[src/hw/rtl/mfma_pkg.sv]
// ----------------------------------------------------------------------------
// Minifloat multiply/add package
// Widths, payload structs, stage structs and status codes shared by the
// pipeline stages of the minifloat multiply/add unit.
// ----------------------------------------------------------------------------
package mfma_pkg;

	// Format of one code: biased exponent above a fraction with hidden one.
	localparam int EXP_BITS  = 5;
	localparam int FRAC_BITS = 7;
	localparam int CODE_W    = EXP_BITS + FRAC_BITS;
	localparam int BIAS      = (1 << (EXP_BITS - 1)) - 1;
	localparam int E_MAX     = BIAS - 1;
	localparam int E_MIN     = 1 - BIAS;

	// Significand with the hidden one, and the datapath widths derived from it.
	localparam int SIG_W  = FRAC_BITS + 1;
	localparam int ACC_W  = 2 * SIG_W + 1;
	localparam int EXP_W  = EXP_BITS + 2;
	localparam int SH_W   = $clog2(FRAC_BITS + 2);
	localparam int GAP_MAX = FRAC_BITS + 1;

	// Operation kinds.
	localparam logic KIND_MUL = 1'b0;
	localparam logic KIND_ADD = 1'b1;

	// Status codes.
	localparam logic [1:0] ST_OK        = 2'd0;
	localparam logic [1:0] ST_OVERFLOW  = 2'd1;
	localparam logic [1:0] ST_UNDERFLOW = 2'd2;

	typedef logic signed [EXP_W-1:0] exp_t;
	typedef logic [SIG_W-1:0]        sig_t;

	// Input transaction.
	typedef struct packed {
		logic              kind;
		logic [CODE_W-1:0] operand_a;
		logic [CODE_W-1:0] operand_b;
	} mfma_req_t;

	// Output transaction.
	typedef struct packed {
		logic [CODE_W-1:0] result_code;
		logic [1:0]        status;
	} mfma_rsp_t;

	// Decoded operands after the first stage.
	typedef struct packed {
		logic              is_mul;
		exp_t              exp;
		sig_t              sig_big;
		sig_t              sig_small;
		logic [SH_W-1:0]   sh;
	} mfma_dec_t;

	// Raw product or aligned sum after the second stage.
	typedef struct packed {
		exp_t              exp;
		logic [ACC_W-1:0]  acc;
		logic [SH_W-1:0]   sh;
	} mfma_acc_t;

endpackage

[src/hw/rtl/minifloat_mul_add_unit.sv]
// ----------------------------------------------------------------------------
// Minifloat multiply/add unit
// Multiplies or adds two positive 12-bit minifloat codes with truncation
// and reports overflow and underflow of the result exponent.
//
//   channel   | ports                     | transfer
//   ----------+---------------------------+------------------------------
//   operands  | start, busy, request      | start high while busy low
//   result    | done, response            | done high for one cycle
//
// Each transaction passes the registered stages decode, multiply or aligned
// add, then normalise and pack.
// A new transaction may enter on every cycle, so busy is never raised.
// Reset clears only the stage valid bits; payload registers are not reset.
// The receiver cannot stall, so no back-pressure exists in the pipeline.
// ----------------------------------------------------------------------------
module minifloat_mul_add_unit (
	input  logic                clk,
	input  logic                arst_n,
	input  logic                start,
	output logic                busy,
	input  mfma_pkg::mfma_req_t request,
	output logic                done,
	output mfma_pkg::mfma_rsp_t response
);
	import mfma_pkg::*;

	logic      valid_s1;
	logic      valid_s2;
	mfma_dec_t dec_s1;
	mfma_acc_t acc_s2;

	// The pipeline takes a transaction on every cycle.
	assign busy = 1'b0;

	// Stage one: decode and ordering.
	mfma_align u_align (
		.clk      (clk),
		.arst_n   (arst_n),
		.valid    (start && !busy),
		.req      (request),
		.valid_s1 (valid_s1),
		.dec_s1   (dec_s1)
	);

	// Stage two: product or aligned sum.
	mfma_core u_core (
		.clk      (clk),
		.arst_n   (arst_n),
		.valid_s1 (valid_s1),
		.dec_s1   (dec_s1),
		.valid_s2 (valid_s2),
		.acc_s2   (acc_s2)
	);

	// Stage three: normalise, range check and pack.
	mfma_pack u_pack (
		.clk      (clk),
		.arst_n   (arst_n),
		.valid_s2 (valid_s2),
		.acc_s2   (acc_s2),
		.valid_s3 (done),
		.rsp_s3   (response)
	);

	// Every result comes from a transaction accepted earlier.
	a_latency: assert property (@(posedge clk) disable iff (!arst_n)
		done |-> $past(start && !busy, 3))
		else $error("result without a matching accepted transaction");

	// An out-of-range result carries a zero code.
	a_zero_on_fault: assert property (@(posedge clk) disable iff (!arst_n)
		(done && response.status != ST_OK) |-> (response.result_code == '0))
		else $error("non-zero code with overflow or underflow status");

	// A valid result never has a zero biased exponent field.
	a_exp_field: assert property (@(posedge clk) disable iff (!arst_n)
		(done && response.status == ST_OK)
			|-> (response.result_code[CODE_W-1:FRAC_BITS] != '0))
		else $error("in-range result packed with a zero exponent field");

endmodule

[src/hw/rtl/mfma_align.sv]
// ----------------------------------------------------------------------------
// Minifloat operand decode stage
// Unpacks both codes, orders them by exponent for an add, limits the
// alignment gap and registers the result as pipeline stage one.
// ----------------------------------------------------------------------------
module mfma_align (
	input  logic                clk,
	input  logic                arst_n,
	input  logic                valid,
	input  mfma_pkg::mfma_req_t req,
	output logic                valid_s1,
	output mfma_pkg::mfma_dec_t dec_s1
);
	import mfma_pkg::*;

	exp_t      ea;
	exp_t      eb;
	exp_t      gap;
	sig_t      ma;
	sig_t      mb;
	logic      a_ge;
	mfma_dec_t dec;

	// Unbiased exponents and significands with the hidden one.
	assign ea = exp_t'({2'b00, req.operand_a[CODE_W-1:FRAC_BITS]}) - exp_t'(BIAS);
	assign eb = exp_t'({2'b00, req.operand_b[CODE_W-1:FRAC_BITS]}) - exp_t'(BIAS);
	assign ma = {1'b1, req.operand_a[FRAC_BITS-1:0]};
	assign mb = {1'b1, req.operand_b[FRAC_BITS-1:0]};
	assign a_ge = (ea >= eb);
	assign gap = a_ge ? (ea - eb) : (eb - ea);

	// A multiply normalises from the fraction width; an add from the gap.
	always_comb begin
		if (req.kind == KIND_MUL) begin
			dec.is_mul    = 1'b1;
			dec.exp       = ea + eb;
			dec.sig_big   = ma;
			dec.sig_small = mb;
			dec.sh        = SH_W'(FRAC_BITS);
		end else begin
			dec.is_mul    = 1'b0;
			dec.exp       = a_ge ? ea : eb;
			dec.sig_big   = a_ge ? ma : mb;
			dec.sig_small = a_ge ? mb : ma;
			if (int'(gap) > GAP_MAX) begin
				dec.sh = SH_W'(GAP_MAX);
			end else begin
				dec.sh = SH_W'(gap);
			end
		end
	end

	// Stage valid bit.
	always_ff @(posedge clk or negedge arst_n) begin
		if (!arst_n) begin
			valid_s1 <= 1'b0;
		end else begin
			valid_s1 <= valid;
		end
	end

	// Stage payload.
	always_ff @(posedge clk) begin
		dec_s1 <= dec;
	end

endmodule

[src/hw/rtl/mfma_core.sv]
// ----------------------------------------------------------------------------
// Minifloat arithmetic stage
// Forms the exact significand product or the exactly aligned significand
// sum and registers it as pipeline stage two.
// ----------------------------------------------------------------------------
module mfma_core (
	input  logic                clk,
	input  logic                arst_n,
	input  logic                valid_s1,
	input  mfma_pkg::mfma_dec_t dec_s1,
	output logic                valid_s2,
	output mfma_pkg::mfma_acc_t acc_s2
);
	import mfma_pkg::*;

	logic [2*SIG_W-1:0] prod;
	logic [ACC_W-1:0]   sum;
	mfma_acc_t          acc;

	// One narrow multiplier and one shifted add; the operation picks one.
	assign prod = (2*SIG_W)'(dec_s1.sig_big) * (2*SIG_W)'(dec_s1.sig_small);
	assign sum  = (ACC_W'(dec_s1.sig_big) << dec_s1.sh) + ACC_W'(dec_s1.sig_small);

	always_comb begin
		acc.exp = dec_s1.exp;
		acc.sh  = dec_s1.sh;
		acc.acc = dec_s1.is_mul ? ACC_W'(prod) : sum;
	end

	// Stage valid bit.
	always_ff @(posedge clk or negedge arst_n) begin
		if (!arst_n) begin
			valid_s2 <= 1'b0;
		end else begin
			valid_s2 <= valid_s1;
		end
	end

	// Stage payload.
	always_ff @(posedge clk) begin
		acc_s2 <= acc;
	end

endmodule

[src/hw/rtl/mfma_pack.sv]
// ----------------------------------------------------------------------------
// Minifloat normalise and pack stage
// Shifts the raw result down to the fraction, adjusts the exponent for a
// carry, checks the exponent range and registers the output code.
// ----------------------------------------------------------------------------
module mfma_pack (
	input  logic                clk,
	input  logic                arst_n,
	input  logic                valid_s2,
	input  mfma_pkg::mfma_acc_t acc_s2,
	output logic                valid_s3,
	output mfma_pkg::mfma_rsp_t rsp_s3
);
	import mfma_pkg::*;

	logic [ACC_W-1:0]     norm;
	logic                 carry;
	logic [FRAC_BITS-1:0] frac;
	exp_t                 e;
	mfma_rsp_t            rsp;

	// The leading one sits either at the fraction width or one above it.
	assign norm  = acc_s2.acc >> acc_s2.sh;
	assign carry = norm[SIG_W];
	assign frac  = carry ? norm[FRAC_BITS:1] : norm[FRAC_BITS-1:0];
	assign e     = acc_s2.exp + exp_t'(carry);

	// Range check and packing; out-of-range results give a zero code.
	always_comb begin
		if (int'(e) > E_MAX) begin
			rsp.result_code = '0;
			rsp.status      = ST_OVERFLOW;
		end else if (int'(e) < E_MIN) begin
			rsp.result_code = '0;
			rsp.status      = ST_UNDERFLOW;
		end else begin
			rsp.result_code = {EXP_BITS'(int'(e) + BIAS), frac};
			rsp.status      = ST_OK;
		end
	end

	// Output valid bit.
	always_ff @(posedge clk or negedge arst_n) begin
		if (!arst_n) begin
			valid_s3 <= 1'b0;
		end else begin
			valid_s3 <= valid_s2;
		end
	end

	// Output payload.
	always_ff @(posedge clk) begin
		rsp_s3 <= rsp;
	end

	// The raw result must always be normalised to within one bit.
	a_leading_one: assert property (@(posedge clk) disable iff (!arst_n)
		valid_s2 |-> (norm[SIG_W] || norm[FRAC_BITS]))
		else $error("raw result has no leading one at the expected place");

endmodule

[config.mk]
export PLATFORM = sky130hd
export DESIGN_NAME = minifloat_mul_add_unit
export DESIGN_NICKNAME = d
export VERILOG_FILES = /design/src/hw/rtl/mfma_pkg.sv /design/src/hw/rtl/minifloat_mul_add_unit.sv /design/src/hw/rtl/mfma_align.sv /design/src/hw/rtl/mfma_core.sv /design/src/hw/rtl/mfma_pack.sv
export SDC_FILE = /design/constraint.sdc
export NUM_CORES = 1
export LEC_CHECK = 0
export ABC_AREA = 1
export BUFFER_PORTS_ARGS = -buffer_cell sky130_fd_sc_hd__buf_2
export CAP_MARGIN = 10
export CORE_AREA = 2 2 125 127
export CTS_BUF_LIST = sky130_fd_sc_hd__clkbuf_8
export DETAILED_ROUTE_END_ITERATION = 7
export DIE_AREA = 0 0 127 129
export GPL_TIMING_DRIVEN = 0
export PLACE_DENSITY = 0.8
export RECOVER_POWER = 25
export SLEW_MARGIN = 20
export SYNTH_ARGS = -nofsm -noshare
export SYNTH_HDL_FRONTEND = slang
export SYNTH_HIERARCHICAL = 1
export SYNTH_SLANG_ARGS = --single-unit
export TNS_END_PERCENT = 1
[constraint.sdc]
create_clock -name clk -period 4.1 [get_ports clk]
set_input_delay 0.205 -clock clk [delete_from_list [all_inputs] [get_ports clk]]
set_output_delay 0.205 -clock clk [all_outputs]
set_load 0.01 [all_outputs]
==> metrics <==
outcome finished clean; Iteration-0 DRC Markers 453; cell area after layout 8440 sq um; number of routed nets with antenna violations 0; critical path startpoint category register; routed length on met3 878 um; Layout Utilization 56.4%; syn_area_per_cell 6.81 sq um; GRT Overall Usage 21.1%; dpl cell area 7800 sq um; WL met1 7.34 mm; Die Span X 127 um; CP Max Fanout 5; HPWL Detailed 13.2 mm; achievable frequency 244 MHz; Hold Path Class primary input to register; ys async rst share 4.23%; I/O Buffers 42; critical path class register to register; Rows 45; post-synth top area share 18.5%; drt drc 0; largest net degree at the start of global routing 14; Worst-Skew Late Latency 0.35 ns; Worst-path clk slew 0.07 ns; n_diodes 0; Via density 5.07; Seq/Total Area, Yosys 19.5%; met2 WL 8.75 mm; # IOs 44; number of iterations in the first detailed-routing pass 5; Worst-Margin Slew 0.520 ns; Warnings, synthesis 6; RR Endpoint u_core/acc_s2[15]$_DFF_P_; Peak VDD IR 0.531 mV; worst relative slew slack 65.3%; Post-synth EDFFs 0; Final Hold Fails 0; gpl congestion 0.951; hold path endpoint u_align/dec_s1[9]$_DFF_P_; crit share post-route 99.8%; RSZ-0062 raised after global routing yes; Core ar. 15000 sq um; cell area after synthesis 7350 sq um; Crit. End Element register; Largest stage delay, worst path 0.51 ns; ratio of cells with drive above 1 in the final layout 19.4%; max cap viols 0; crit-path cells buf_6 > buf_4 > nand2_1 > inv_1 > fa_2 > fa_1 > inv_1 > fa_1 > fa_1 > inv_2 > ha_4 > nand3b_1 > a21oi_4 > nor2_2 > o21ai_2 > o21ai_0 > a21oi_1 > o21bai_1; grt total ovfl 0; final worst slack 0.00962 ns; Power Density 708 nW/um^2; Distinct cells, synth 43; Leak Pwr 4.71 nW; Max stage delay cell, worst path fa_1; Initial Util 49.1%; Clock Tree Root clkbuf_8; R2R cell count 18; Synth area leader dfxtp_1; Clock H-tree levels 3; Final Net Count 1297; setup TNS 0 ns; highest routed metal layer met4; synth-to-layout area growth 14.8%; worst reg2reg path startpoint u_align/dec_s1[14]$_DFF_P_; Pwr Total 0.00597 W; via count 6863; CTS tree yes; reg-to-reg slack, setup 0.01 ns; Post-Place Worst Slack -0.523 ns; most used cell, CP fa_1; Final Max Tran Viols 0; cts bufs inserted 9; Die Y-Extent 129 um; skew final 0.0104 ns; WHS Path Cells 3; ranking of synthesized cells by area dfxtp_1, nand2_1, ha_1; first-pass GRT wire length 28.5 mm; synth cell count leaders nand2_1, inv_1, nand3_1, ha_1, dfxtp_1; DIE AREA 16400 sq um; post-synthesis register bit count 71; DR WL/cell 12.7 um; Hold Path Origin request[5]; top-count cell post-synth nand2_1; predominant post-synthesis flop cell dfxtp_1; Syn Inst Count 1080; clock buffer depth 2; critical path arrival 4.37 ns; Post-Route WL 17.2 mm; # setup viols final 0; antenna violations before repair 0; min cycle time layout 4.09 ns; CTS sink count 71; critical path required time 4.38 ns; vias in the first global route 6386
## kinds of logic after synthesis
| kind of cell | share of synthesized area, % |
|---|---|
| AND/OR/NAND/NOR | 31.9 |
| AO/OA/AOI/OAI | 8.89 |
| flip-flops | 19.5 |
| multiplexers | 0.136 |
| other | 0.102 |
| adder cells (fa/ha/maj) | 22.6 |
| buffers and inverters | 13.8 |
| XOR/XNOR | 2.98 |
## power breakdown
group | leakage [nW] | internal, W | switching, W | total [W]
Sequential | 0.607 | 0.000910 | 0.000106 | 0.00102
Combinational | 4.01 | 0.00182 | 0.00264 | 0.00447
Clock | 0.0934 | 0.000233 | 0.000257 | 0.000491
## how the worst max path moves through the flow
stage	start	to	slack (ns)	depth (start not counted)
after detailed placement	u_align/dec_s1[10]$_DFF_P_	u_core/acc_s2[18]$_DFF_P_	-0.52	18
final	u_align/dec_s1[14]$_DFF_P_	u_core/acc_s2[15]$_DFF_P_	0.01	18
after global routing	u_align/dec_s1[9]$_DFF_P_	u_core/acc_s2[16]$_DFF_P_	-0.11	18
after floorplan	u_align/dec_s1[10]$_DFF_P_	u_core/acc_s2[19]$_DFF_P_	0.005	18
after global placement	u_align/dec_s1[10]$_DFF_P_	u_core/acc_s2[18]$_DFF_P_	-0.50	18
after CTS	u_align/dec_s1[14]$_DFF_P_	u_core/acc_s2[19]$_DFF_P_	0.009	19
## worst max-delay path, delay by kind of cell (launching register included)
family / cells / cell delay (ns)
fa+ha+maj: 5 / 2.11
flops: 1 / 0.31
buf+inv: 5 / 0.43
simple gates: 3 / 0.28
compound gates: 5 / 0.91
## flip-flops by register name (all words and copies together) (netlist names)
register          cells
u_pack/rsp_s3        14
u_align/dec_s1       26
u_align/valid_s1      1
u_pack/valid_s3       1
u_core/acc_s2        28
u_core/valid_s2       1
## layout by cell type, fill, tap and decap left out, types with 9 or more instances in the layout
cell and count:
buf_2 46, a21oi_2 14, nand2_1 294, dfxtp_1 62, ha_1 64, xor2_1 20, buf_6 14, fa_1 37
inv_2 15, nor2_1 40, nand3_2 9, nand3_1 116, o21ai_1 11, nand2_2 24, clkbuf_8 12, a21oi_1 41
buf_4 32, inv_1 172, o21ai_0 34
## metrics by stage
step,hold WS (ns),cells
2_1_floorplan,-0.0906,1081
4_1_cts,0.0644,1342
3_5_place_dp,0.00269,1311
5_1_grt,0.0969,1353
6_report,0.0834,1353
3_3_place_gp,0.000263,1311
## final cells by class
| type | count | area, sq um |
|---|---|---|
| repair buffers | 69 | 423 |
| inverters | 191 | 734 |
| flip-flops and latches | 71 | 1450 |
| clock buffers | 10 | 138 |
| clock inverters | 6 | 38.8 |
| well taps | 188 | 235 |
| multi-input cells | 778 | 5070 |
| fillers | 1400 | 6540 |
| plain buffers | 40 | 353 |
## timing repair
| action | in CTS | in global routing |
|---|---|---|
| gates resized for setup | 42 | 37 |
| pin swaps | 15 | 38 |
| cloned | 0 | 1 |
| endpoints found under the hold margin | 4 | 0 |
| buffers inserted | 13 | 11 |
| hold buffers | 2 | 0 |
| endpoints found under the setup margin | 8 | 6 |
## layer usage
metal,vias to the layer above,GRT usage (%)
met5,-,0
met4,0,6.14
met3,22,3.16
met2,190,37.0
met1,3131,27.0
li1,3520,-
Note: power is estimated with default switching activity, not from simulation.
